`src/sv/cmtr_pkg.sv`:
```
package cmtr_pkg;

    localparam int BASIC_COLORS = 8;
    localparam int NUM_LETTERS  = 8;

    localparam int CHAR_W      = 8;
    localparam int COL_W       = 8;
    localparam int COLOR_W     = 4;
    localparam int CURSOR_W    = COL_W + 1;
    localparam int MAX_RESULTS = 4;
    localparam int IDX_W       = $clog2(MAX_RESULTS);
    localparam int CNT_W       = $clog2(MAX_RESULTS + 1);

    localparam int PADDR_W = 3;
    localparam int PDATA_W = 32;

    localparam logic [CHAR_W-1:0] CH_AMP    = 8'h26;
    localparam logic [CHAR_W-1:0] CH_SEMI   = 8'h3b;
    localparam logic [CHAR_W-1:0] CH_TAB    = 8'h09;
    localparam logic [CHAR_W-1:0] CH_NL     = 8'h0a;
    localparam logic [CHAR_W-1:0] CH_SPACE  = 8'h20;
    localparam logic [CHAR_W-1:0] CASE_MASK = 8'h20;

    localparam logic REG_MAX_COLUMN = 1'b0;
    localparam logic REG_BRIGHT     = 1'b1;

    localparam logic [COL_W-1:0] MAX_COLUMN_RST = 8'd79;

    typedef enum logic [1:0] {
        MODE_NORMAL,
        MODE_FORE,
        MODE_BACK,
        MODE_END
    } parse_mode_t;

    typedef enum logic {
        CTL_IDLE,
        CTL_EMIT
    } ctl_state_t;

    typedef logic [CHAR_W-1:0] letter_table_t [NUM_LETTERS];

    localparam letter_table_t COLOR_LETTERS = '{
        8'h6b, 8'h72, 8'h67, 8'h79, 8'h62, 8'h6d, 8'h63, 8'h77
    };

    typedef struct packed {
        logic             accept;
        logic             emit;
        logic [IDX_W-1:0] idx;
    } dp_cmd_t;

    typedef struct packed {
        logic [CNT_W-1:0] count_next;
        logic [IDX_W-1:0] last_idx;
        logic             can_emit;
    } dp_status_t;

    // msb flags a color letter, low bits give the color index
    function automatic logic [COLOR_W:0] color_decode(
        input logic [CHAR_W-1:0] ch,
        input logic              bright
    );
        logic [COLOR_W:0] res;
        res = '0;
        for (int i = 0; i < NUM_LETTERS; i++)
        begin
            if (ch == COLOR_LETTERS[i])
            begin
                res = {1'b1, COLOR_W'(i)};
            end
            if (bright && (ch == (COLOR_LETTERS[i] & ~CASE_MASK)))
            begin
                res = {1'b1, COLOR_W'(BASIC_COLORS + i)};
            end
        end
        return res;
    endfunction

endpackage

```
`src/sv/cmtr_channels.sv`:
```
interface cmtr_msg_if;
    logic                         valid;
    logic                         ready;
    logic [cmtr_pkg::CHAR_W-1:0]  character;
    logic                         first_char;
    logic                         last_char;
    logic [cmtr_pkg::COL_W-1:0]   start_column;

    modport source (output valid, character, first_char, last_char, start_column, input ready);
    modport sink   (input valid, character, first_char, last_char, start_column, output ready);
endinterface

interface cmtr_cell_if;
    logic                         valid;
    logic                         ready;
    logic                         kind;
    logic [cmtr_pkg::COL_W-1:0]   column;
    logic [cmtr_pkg::CHAR_W-1:0]  glyph;
    logic [cmtr_pkg::COLOR_W-1:0] fore_color;
    logic [cmtr_pkg::COLOR_W-1:0] back_color;
    logic                         final_of_run;

    modport source (output valid, kind, column, glyph, fore_color, back_color, final_of_run,
                    input ready);
    modport sink   (input valid, kind, column, glyph, fore_color, back_color, final_of_run,
                    output ready);
endinterface

```
`src/sv/cmtr_ctrl.sv`:
```
module cmtr_ctrl (
    input  logic                 clk,
    input  logic                 rst_n,
    input  logic                 msg_valid,
    output logic                 msg_ready,
    input  cmtr_pkg::dp_status_t status,
    output cmtr_pkg::dp_cmd_t    cmd
);
    import cmtr_pkg::*;

    ctl_state_t       state_reg;
    ctl_state_t       state_next;
    logic [IDX_W-1:0] idx_reg;
    logic [IDX_W-1:0] idx_next;

    always_ff @(posedge clk or negedge rst_n)
    begin
        if (!rst_n)
        begin
            state_reg <= CTL_IDLE;
            idx_reg   <= '0;
        end
        else
        begin
            state_reg <= state_next;
            idx_reg   <= idx_next;
        end
    end

    always_comb
    begin
        cmd        = '0;
        msg_ready  = 1'b0;
        state_next = state_reg;
        idx_next   = idx_reg;
        unique case (state_reg)
            CTL_IDLE:
            begin
                msg_ready = 1'b1;
                if (msg_valid)
                begin
                    cmd.accept = 1'b1;
                    idx_next   = '0;
                    if (status.count_next != '0)
                    begin
                        state_next = CTL_EMIT;
                    end
                end
            end
            CTL_EMIT:
            begin
                cmd.idx = idx_reg;
                if (status.can_emit)
                begin
                    cmd.emit = 1'b1;
                    if (idx_reg == status.last_idx)
                    begin
                        // last result of the run goes out, next transaction may enter
                        msg_ready  = 1'b1;
                        idx_next   = '0;
                        state_next = CTL_IDLE;
                        if (msg_valid)
                        begin
                            cmd.accept = 1'b1;
                            if (status.count_next != '0)
                            begin
                                state_next = CTL_EMIT;
                            end
                        end
                    end
                    else
                    begin
                        idx_next = idx_reg + IDX_W'(1);
                    end
                end
            end
            default:
            begin
                state_next = CTL_IDLE;
            end
        endcase
    end

endmodule

```
`src/sv/cmtr_datapath.sv`:
```
module cmtr_datapath (
    input  logic                          clk,
    input  logic                          rst_n,
    input  cmtr_pkg::dp_cmd_t             cmd,
    output cmtr_pkg::dp_status_t          status,
    input  logic [cmtr_pkg::COL_W-1:0]    max_column,
    input  logic                          bright_enable,
    input  logic [cmtr_pkg::CHAR_W-1:0]   msg_char,
    input  logic                          msg_first,
    input  logic                          msg_last,
    input  logic [cmtr_pkg::COL_W-1:0]    msg_start,
    input  logic                          out_ready,
    output logic                          out_valid,
    output logic                          out_kind,
    output logic [cmtr_pkg::COL_W-1:0]    out_column,
    output logic [cmtr_pkg::CHAR_W-1:0]   out_glyph,
    output logic [cmtr_pkg::COLOR_W-1:0]  out_fore,
    output logic [cmtr_pkg::COLOR_W-1:0]  out_back,
    output logic                          out_final
);
    import cmtr_pkg::*;

    parse_mode_t         mode_reg;
    parse_mode_t         mode_next;
    logic                stopped_reg;
    logic                stopped_next;
    logic [CURSOR_W-1:0] cursor_reg;
    logic [CURSOR_W-1:0] cursor_next;
    logic [COLOR_W-1:0]  fore_reg;
    logic [COLOR_W-1:0]  fore_next;
    logic [COLOR_W-1:0]  back_reg;
    logic [COLOR_W-1:0]  back_next;
    logic [CHAR_W-1:0]   letter1_reg;
    logic [CHAR_W-1:0]   letter1_next;
    logic [CHAR_W-1:0]   letter2_reg;
    logic [CHAR_W-1:0]   letter2_next;
    logic [CHAR_W-1:0]   queue_reg [MAX_RESULTS];
    logic [CHAR_W-1:0]   queue_next [MAX_RESULTS];
    logic [COL_W-1:0]    base_reg;
    logic [IDX_W-1:0]    last_idx_reg;
    logic                is_color_reg;
    logic                is_color_next;

    logic                out_valid_reg;
    logic                out_kind_reg;
    logic [COL_W-1:0]    out_column_reg;
    logic [CHAR_W-1:0]   out_glyph_reg;
    logic [COLOR_W-1:0]  out_fore_reg;
    logic [COLOR_W-1:0]  out_back_reg;
    logic                out_final_reg;

    logic [CURSOR_W-1:0] cursor_start;
    logic                stop_start;
    parse_mode_t         mode_start;
    logic [CHAR_W-1:0]   ch;
    logic [COLOR_W:0]    color;
    logic                color_ok;
    logic                opens;
    logic [CURSOR_W-1:0] avail;
    logic                do_put;
    logic [CNT_W-1:0]    put_len;
    logic [CNT_W-1:0]    print_len;
    logic [CNT_W-1:0]    count;

    always_comb
    begin
        cursor_start = msg_first ? {1'b0, msg_start} : cursor_reg;
        stop_start   = msg_first ? (msg_start > max_column) : stopped_reg;
        mode_start   = msg_first ? MODE_NORMAL : mode_reg;
        ch           = (msg_char == CH_TAB) ? CH_SPACE : msg_char;
        color        = color_decode(ch, bright_enable);
        color_ok     = color[COLOR_W] && !msg_last;
        opens        = !msg_last && (ch == CH_AMP);
        avail        = (cursor_start > {1'b0, max_column}) ? '0 :
                       ({1'b0, max_column} - cursor_start + CURSOR_W'(1));

        mode_next     = mode_start;
        stopped_next  = stop_start;
        cursor_next   = cursor_start;
        fore_next     = fore_reg;
        back_next     = back_reg;
        letter1_next  = letter1_reg;
        letter2_next  = letter2_reg;
        queue_next    = queue_reg;
        is_color_next = 1'b0;
        do_put        = 1'b0;
        put_len       = CNT_W'(1);
        count         = '0;

        if (stop_start)
        begin
            stopped_next = 1'b1;
        end
        else if (msg_char == CH_NL)
        begin
            stopped_next = 1'b1;
            mode_next    = MODE_NORMAL;
        end
        else
        begin
            unique case (mode_start)
                MODE_NORMAL:
                begin
                    do_put        = 1'b1;
                    queue_next[0] = ch;
                end
                MODE_FORE:
                begin
                    if (color_ok)
                    begin
                        fore_next    = color[COLOR_W-1:0];
                        letter1_next = ch;
                        mode_next    = MODE_BACK;
                    end
                    else
                    begin
                        do_put        = 1'b1;
                        put_len       = CNT_W'(2);
                        queue_next[0] = CH_AMP;
                        queue_next[1] = ch;
                    end
                end
                MODE_BACK:
                begin
                    if (color_ok)
                    begin
                        back_next    = color[COLOR_W-1:0];
                        letter2_next = ch;
                        mode_next    = MODE_END;
                    end
                    else
                    begin
                        do_put        = 1'b1;
                        put_len       = CNT_W'(3);
                        queue_next[0] = CH_AMP;
                        queue_next[1] = letter1_reg;
                        queue_next[2] = ch;
                    end
                end
                MODE_END:
                begin
                    if (ch == CH_SEMI)
                    begin
                        is_color_next = 1'b1;
                        count         = CNT_W'(1);
                        mode_next     = MODE_NORMAL;
                    end
                    else
                    begin
                        do_put        = 1'b1;
                        put_len       = CNT_W'(4);
                        queue_next[0] = CH_AMP;
                        queue_next[1] = letter1_reg;
                        queue_next[2] = letter2_reg;
                        queue_next[3] = ch;
                    end
                end
                default:
                begin
                    mode_next = MODE_NORMAL;
                end
            endcase
        end

        // an ampersand before the end of the run opens an escape and prints nothing
        print_len = put_len - CNT_W'(opens);
        if (do_put)
        begin
            count       = (avail >= CURSOR_W'(print_len)) ? print_len : avail[CNT_W-1:0];
            cursor_next = cursor_start + CURSOR_W'(count);
            if (count != print_len)
            begin
                stopped_next = 1'b1;
                mode_next    = MODE_NORMAL;
            end
            else if (opens)
            begin
                mode_next = MODE_FORE;
            end
            else
            begin
                mode_next = MODE_NORMAL;
            end
        end
    end

    always_ff @(posedge clk or negedge rst_n)
    begin
        if (!rst_n)
        begin
            mode_reg    <= MODE_NORMAL;
            stopped_reg <= 1'b0;
            cursor_reg  <= '0;
            fore_reg    <= '0;
            back_reg    <= '0;
        end
        else if (cmd.accept)
        begin
            mode_reg    <= mode_next;
            stopped_reg <= stopped_next;
            cursor_reg  <= cursor_next;
            fore_reg    <= fore_next;
            back_reg    <= back_next;
        end
    end

    always_ff @(posedge clk)
    begin
        if (cmd.accept)
        begin
            letter1_reg  <= letter1_next;
            letter2_reg  <= letter2_next;
            queue_reg    <= queue_next;
            base_reg     <= cursor_start[COL_W-1:0];
            last_idx_reg <= IDX_W'(count - CNT_W'(1));
            is_color_reg <= is_color_next;
        end
    end

    always_ff @(posedge clk or negedge rst_n)
    begin
        if (!rst_n)
        begin
            out_valid_reg <= 1'b0;
        end
        else if (cmd.emit)
        begin
            out_valid_reg <= 1'b1;
        end
        else if (out_ready)
        begin
            out_valid_reg <= 1'b0;
        end
    end

    always_ff @(posedge clk)
    begin
        if (cmd.emit)
        begin
            out_kind_reg   <= is_color_reg;
            out_column_reg <= is_color_reg ? '0 : base_reg + COL_W'(cmd.idx);
            out_glyph_reg  <= is_color_reg ? '0 : queue_reg[cmd.idx];
            out_fore_reg   <= is_color_reg ? fore_reg : '0;
            out_back_reg   <= is_color_reg ? back_reg : '0;
            out_final_reg  <= (cmd.idx == last_idx_reg);
        end
    end

    assign status.count_next = count;
    assign status.last_idx   = last_idx_reg;
    assign status.can_emit   = !out_valid_reg || out_ready;

    assign out_valid  = out_valid_reg;
    assign out_kind   = out_kind_reg;
    assign out_column = out_column_reg;
    assign out_glyph  = out_glyph_reg;
    assign out_fore   = out_fore_reg;
    assign out_back   = out_back_reg;
    assign out_final  = out_final_reg;

endmodule

```
`src/sv/color_markup_text_renderer_unit.sv`:
```
// a result is registered in the queue on acceptance, then in the output register when free
// throughput, with no output stall: one transaction per cycle when it yields at most one
//   result; failed escapes yield up to four, one per cycle via the single output register
// a transaction with no result (escape in progress, stopped, newline) skips the emit state
// reset: rst_n clears parser, cursor, colors and output valid; max_column 79, bright off
module color_markup_text_renderer_unit (
    input  logic                          clk,
    input  logic                          rst_n,
    cmtr_msg_if.sink                      msg,
    cmtr_cell_if.source                   cells,
    input  logic                          psel,
    input  logic                          penable,
    input  logic                          pwrite,
    input  logic [cmtr_pkg::PADDR_W-1:0]  paddr,
    input  logic [cmtr_pkg::PDATA_W-1:0]  pwdata,
    output logic [cmtr_pkg::PDATA_W-1:0]  prdata,
    output logic                          pready
);
    import cmtr_pkg::*;

    logic [COL_W-1:0] max_column_reg;
    logic             bright_reg;
    logic             reg_index;
    logic             cfg_write;
    dp_cmd_t          cmd;
    dp_status_t       status;

    assign pready    = 1'b1;
    assign reg_index = paddr[PADDR_W-1];
    assign cfg_write = psel && penable && pwrite && pready;

    always_ff @(posedge clk or negedge rst_n)
    begin
        if (!rst_n)
        begin
            max_column_reg <= MAX_COLUMN_RST;
            bright_reg     <= 1'b0;
        end
        else if (cfg_write)
        begin
            unique case (reg_index)
                REG_MAX_COLUMN: max_column_reg <= pwdata[COL_W-1:0];
                REG_BRIGHT:     bright_reg     <= pwdata[0];
                default:        bright_reg     <= bright_reg;
            endcase
        end
    end

    always_comb
    begin
        unique case (reg_index)
            REG_MAX_COLUMN: prdata = PDATA_W'(max_column_reg);
            REG_BRIGHT:     prdata = PDATA_W'(bright_reg);
            default:        prdata = '0;
        endcase
    end

    cmtr_ctrl u_ctrl (
        .clk       (clk),
        .rst_n     (rst_n),
        .msg_valid (msg.valid),
        .msg_ready (msg.ready),
        .status    (status),
        .cmd       (cmd)
    );

    cmtr_datapath u_datapath (
        .clk           (clk),
        .rst_n         (rst_n),
        .cmd           (cmd),
        .status        (status),
        .max_column    (max_column_reg),
        .bright_enable (bright_reg),
        .msg_char      (msg.character),
        .msg_first     (msg.first_char),
        .msg_last      (msg.last_char),
        .msg_start     (msg.start_column),
        .out_ready     (cells.ready),
        .out_valid     (cells.valid),
        .out_kind      (cells.kind),
        .out_column    (cells.column),
        .out_glyph     (cells.glyph),
        .out_fore      (cells.fore_color),
        .out_back      (cells.back_color),
        .out_final     (cells.final_of_run)
    );

endmodule

```
`src/flat_wrapper.sv`:
```
// flat-port wrapper written by rule: the top's interface ports become plain ports
module color_markup_text_renderer_unit_flat import cmtr_pkg::*;
  (clk, rst_n, psel, penable, pwrite, paddr, pwdata, prdata, pready, msg_valid, msg_character, msg_first_char, msg_last_char, msg_start_column, msg_ready, cells_valid, cells_kind, cells_column, cells_glyph, cells_fore_color, cells_back_color, cells_final_of_run, cells_ready);
  cmtr_msg_if msg_i ();
  cmtr_cell_if cells_i ();
  input  logic clk;
  input  logic rst_n;
  input  logic psel;
  input  logic penable;
  input  logic pwrite;
  input  logic [cmtr_pkg::PADDR_W-1:0] paddr;
  input  logic [cmtr_pkg::PDATA_W-1:0] pwdata;
  output logic [cmtr_pkg::PDATA_W-1:0] prdata;
  output logic pready;
  input wire logic [$bits(msg_i.valid)-1:0] msg_valid;
  input wire logic [$bits(msg_i.character)-1:0] msg_character;
  input wire logic [$bits(msg_i.first_char)-1:0] msg_first_char;
  input wire logic [$bits(msg_i.last_char)-1:0] msg_last_char;
  input wire logic [$bits(msg_i.start_column)-1:0] msg_start_column;
  output wire logic [$bits(msg_i.ready)-1:0] msg_ready;
  output wire logic [$bits(cells_i.valid)-1:0] cells_valid;
  output wire logic [$bits(cells_i.kind)-1:0] cells_kind;
  output wire logic [$bits(cells_i.column)-1:0] cells_column;
  output wire logic [$bits(cells_i.glyph)-1:0] cells_glyph;
  output wire logic [$bits(cells_i.fore_color)-1:0] cells_fore_color;
  output wire logic [$bits(cells_i.back_color)-1:0] cells_back_color;
  output wire logic [$bits(cells_i.final_of_run)-1:0] cells_final_of_run;
  input wire logic [$bits(cells_i.ready)-1:0] cells_ready;
  assign msg_i.valid = msg_valid;
  assign msg_i.character = msg_character;
  assign msg_i.first_char = msg_first_char;
  assign msg_i.last_char = msg_last_char;
  assign msg_i.start_column = msg_start_column;
  assign msg_ready = msg_i.ready;
  assign cells_valid = cells_i.valid;
  assign cells_kind = cells_i.kind;
  assign cells_column = cells_i.column;
  assign cells_glyph = cells_i.glyph;
  assign cells_fore_color = cells_i.fore_color;
  assign cells_back_color = cells_i.back_color;
  assign cells_final_of_run = cells_i.final_of_run;
  assign cells_i.ready = cells_ready;
  color_markup_text_renderer_unit u_core (.clk(clk), .rst_n(rst_n), .msg(msg_i), .cells(cells_i), .psel(psel), .penable(penable), .pwrite(pwrite), .paddr(paddr), .pwdata(pwdata), .prdata(prdata), .pready(pready));
endmodule
```
`config.mk`:
```
export PLATFORM = sky130hd
export DESIGN_NAME = color_markup_text_renderer_unit_flat
export DESIGN_NICKNAME = d
export VERILOG_FILES = /design/src/sv/cmtr_pkg.sv /design/src/sv/cmtr_channels.sv /design/src/sv/cmtr_ctrl.sv /design/src/sv/cmtr_datapath.sv /design/src/sv/color_markup_text_renderer_unit.sv /design/src/flat_wrapper.sv
export SDC_FILE = /design/constraint.sdc
export NUM_CORES = 1
export LEC_CHECK = 0
export BUFFER_PORTS_ARGS = -buffer_cell sky130_fd_sc_hd__buf_2
export CAP_MARGIN = 30
export CORE_MARGIN = 2
export CORE_UTILIZATION = 51
export DETAILED_ROUTE_END_ITERATION = 6
export GPL_TIMING_DRIVEN = 0
export HOLD_SLACK_MARGIN = 0.1
export PLACE_DENSITY_LB_ADDON = 0.25
export SETUP_SLACK_MARGIN = 0.2
export SYNTH_ARGS = -nofsm -noshare
export SYNTH_HDL_FRONTEND = slang
export SYNTH_SLANG_ARGS = --single-unit
```
`constraint.sdc`:
```
create_clock -name clk -period 5.25 [get_ports clk]
set_clock_uncertainty 0.05 [all_clocks]
set_input_delay 0.7875 -clock clk [delete_from_list [all_inputs] [get_ports clk]]
set_output_delay 0.7875 -clock clk [all_outputs]
set_load 0.01 [all_outputs]
```
==> out/results.ini <==
[setup_path]
cpMaxStageDelayCell = dfstp_2
crit_buf_inv = 7
reg2reg_from = u_core.max_column_reg[6]
critPathLaunchType = flop
crit_required_ns = 5.47
slowest_delay_ns = 0.55
timing.rr.end = u_core.u_datapath.cursor_reg[2]
cp_max_fo = 3
critPathKind = reg2reg
cp_top_family = simple AND/OR/NAND/NOR gates
r2r_cells = 27
regToRegSetupSlack_ns = -0.53
arrival_ns = 6.00
cp-end-kind = flop

[cells_and_area]
final-instance-count-excl-fill = 986
stdcell_area_um2 = 8790
fill_cells = 998
syn_to_final_growth_pct = 26.5
diodes = 0
nNetsFinal = 905
utilization = 0.661
layout_common_cells = edfxtp_1, buf_2, nand2_1, buf_4, nor2_1
drive_gt1_frac = 0.298
layout.area.seq_um2 = 3380
largest_register_ffs = 32
final_common_cell = edfxtp_1
multi_input_area_um2 = 3520

[clock_tree]
cts_max_path_buffers = 2
cts_sinks = 118
ctsHtreeMaxLevel = 4
cts_tree = yes
clk_pin_slew_worst_paths_ns = 0.07
numCtsBuffers = 17
holdBufCountCts = 0
insertion_delay_ns = 0.42
cts-root-buf = clkbuf_16

[placed_design]
dpl_cell_area_um2 = 7780
globalplace.congestion = 0.924
dp_hpwl_um = 12700
numPortBuffers = 66
dpl.cell_count = 929

[synth]
synthMuxAreaShare = 0.0509
synth_area_um2 = 6950
synth_seq_area_share = 0.487
synthXorXnorAreaFrac = 0.0239
synth_compound_area_frac = 0.122
yosys.area_share.adder = 0.0907
ys_seq_elements = 118
ys.flop_type = edfxtp_1
synth_cell_types = 64
yosysWarnings = 0
async_flop_share = 0.280
syn_avg_cell_area_um2 = 10.5
synth_top_family_by_area = simple AND/OR/NAND/NOR gates
synth_edf_count = 85
yosys.area_share.simple = 0.154
syn_inst = 660

[die]
start_util = 0.523
ios = 121
chipWidth_um = 121
rows = 42
coreArea_um2 = 13300
dieArea_um2 = 14600
fp.dieH_um = 121

[run_status]
violations = setup timing
status = finished, violations left

[power]
p_leak_nw = 3.66
total_power_mw = 4.17
peakVddDrop_v = 0.000283
power.density_nw_per_um2 = 474

[sta]
fin_ws_ns = -0.526
fmax_mhz = 173
rsz0062_at_grt = true
setup_violations = 8
relSlewSlack = 0.223
period_share = 1.10
finalHoldViolations = 0
finalCriticalPeriod_ns = 5.78
max_slew.worst_pin.slew_ns = 1.16
finalMaxSlewViolations = 0

[grt]
grt_max_degree = 34
grt_pass1_vias = 5421
grt_usage = 0.247
antenna_found_initial = 0
grt-ovfl-total = 0
grt_pass1_wl_um = 27800

[drt]
dr.pass1.iters = 6
antenna_left = 0
routedWlPerCell_um = 18.3
drcViolationCount = 0
dr_total_vias = 5702
wirelength_um = 18000
drtIter0Drc = 625
avgViaCountPerCell = 5.78

[run]
cap_viol_max_count = 0

[hold_path]
hold_path.class = in2async

## metal layers
layer / wire (µm) / vias up / global-route usage / part of all wire
li1: - / 2616 / - / -
met2: 8760 / 285 / 0.406 / 0.49
met4: 359 / 0 / 0.0843 / 0.020
met1: 7550 / 2757 / 0.329 / 0.42
met3: 1370 / 44 / 0.0495 / 0.076
met5: 0 / - / 0 / 0
## power by group
part	leakage [nW]	switching (mW)	internal, mW
clock	0.278	0.474	0.671
combinational	2.19	0.991	0.712
sequential	1.20	0.0895	1.23
total	3.66	1.56	2.62
## cell type report
type                    instances  share of cell area
flip-flops and latches        118               0.385
plain buffers                  53              0.0384
clock inverters                15              0.0178
well taps                     176              0.0250
multi-input cells             468               0.400
repair buffers                 95              0.0652
clock buffers                  17              0.0484
inverters                      44              0.0202
## how the worst max path moves through the flow
stage	depth (start not counted)	to	slack [ns]	from
finish	27	u_core.u_datapath.cursor_reg[2]	-0.53	u_core.max_column_reg[6]
detailed placement	26	u_core.u_datapath.cursor_reg[7]	-1.47	msg_first_char
CTS	26	u_core.u_datapath.cursor_reg[8]	-0.41	u_core.max_column_reg[6]
floorplan	26	u_core.u_datapath.cursor_reg[8]	-0.31	msg_start_column[0]
global placement	26	u_core.u_datapath.cursor_reg[7]	-1.37	msg_first_char
global route	23	u_core.u_datapath.cursor_reg[8]	-0.75	msg_first_char
## Yosys cell counts, drive strengths merged, types with 4 or more instances
cell type / instances / area (µm²)
a211oi: 11 / 82.6
a21o: 4 / 30.0
a21oi: 27 / 135
a22o: 5 / 43.8
a311oi: 8 / 70.1
and2: 14 / 87.6
and3: 7 / 43.8
buf: 34 / 251
clkbuf: 19 / 71.3
dfrtp: 28 / 701
dfstp: 5 / 131
edfxtp: 85 / 2550
fa: 4 / 80.1
ha: 44 / 551
inv: 43 / 161
mux2: 19 / 214
mux2i: 14 / 140
nand2: 68 / 255
nand2b: 8 / 50.1
nand3: 11 / 55.1
nand3b: 4 / 30.0
nand4: 12 / 75.1
nor2: 42 / 158
nor2b: 15 / 93.8
nor3: 15 / 80.1
o21ai: 31 / 155
o22ai: 13 / 81.3
xnor2: 12 / 105
xor2: 7 / 61.3
## worst register-to-register path, stage by stage (launching register included)
cell     delay (ns)
dfstp_2        0.55
inv_2          0.06
ha_4           0.26
nand4_1        0.14
o21a_1         0.21
a22o_1         0.18
or3_1          0.32
buf_6          0.13
or4b_4         0.50
ha_4           0.19
inv_4          0.07
xnor2_4        0.12
inv_2          0.06
ha_4           0.23
a21oi_4        0.12
o21ai_2        0.08
buf_4          0.14
nor2_1         0.44
a21oi_4        0.09
mux2i_2        0.21
ha_2           0.24
fa_2           0.44
buf_4          0.15
buf_4          0.14
xnor2_2        0.12
nand3_1        0.10
o21ai_1        0.18
o21ai_1        0.10
## logic make-up after synthesis
kind of cell    after synthesis
fa+ha+maj                    48
flops                       118
buf+inv                      97
simple gates                213
other cells                   2
mux                          33
compound gates              130
xor+xnor                     19
## repair_timing
action                                  in CTS  in global routing
buffers inserted                            14                 11
gates cloned                                 0                  0
endpoints found under the setup margin      12                 13
pin swaps                                   18                 30
resized for setup                           21                 30
## per-stage QoR
stage	hold slack (ns)	TNS (ns)	setup WS [ns]
after global placement	0.414	-12.97	-1.37
final	0.404	-2.96	-0.526
after detailed placement	0.427	-14.07	-1.47
after global routing	0.458	-5.03	-0.752
after floorplan	0.399	-1.28	-0.310
after CTS	0.417	-2.24	-0.408
Power figures use the tool's default switching activity.
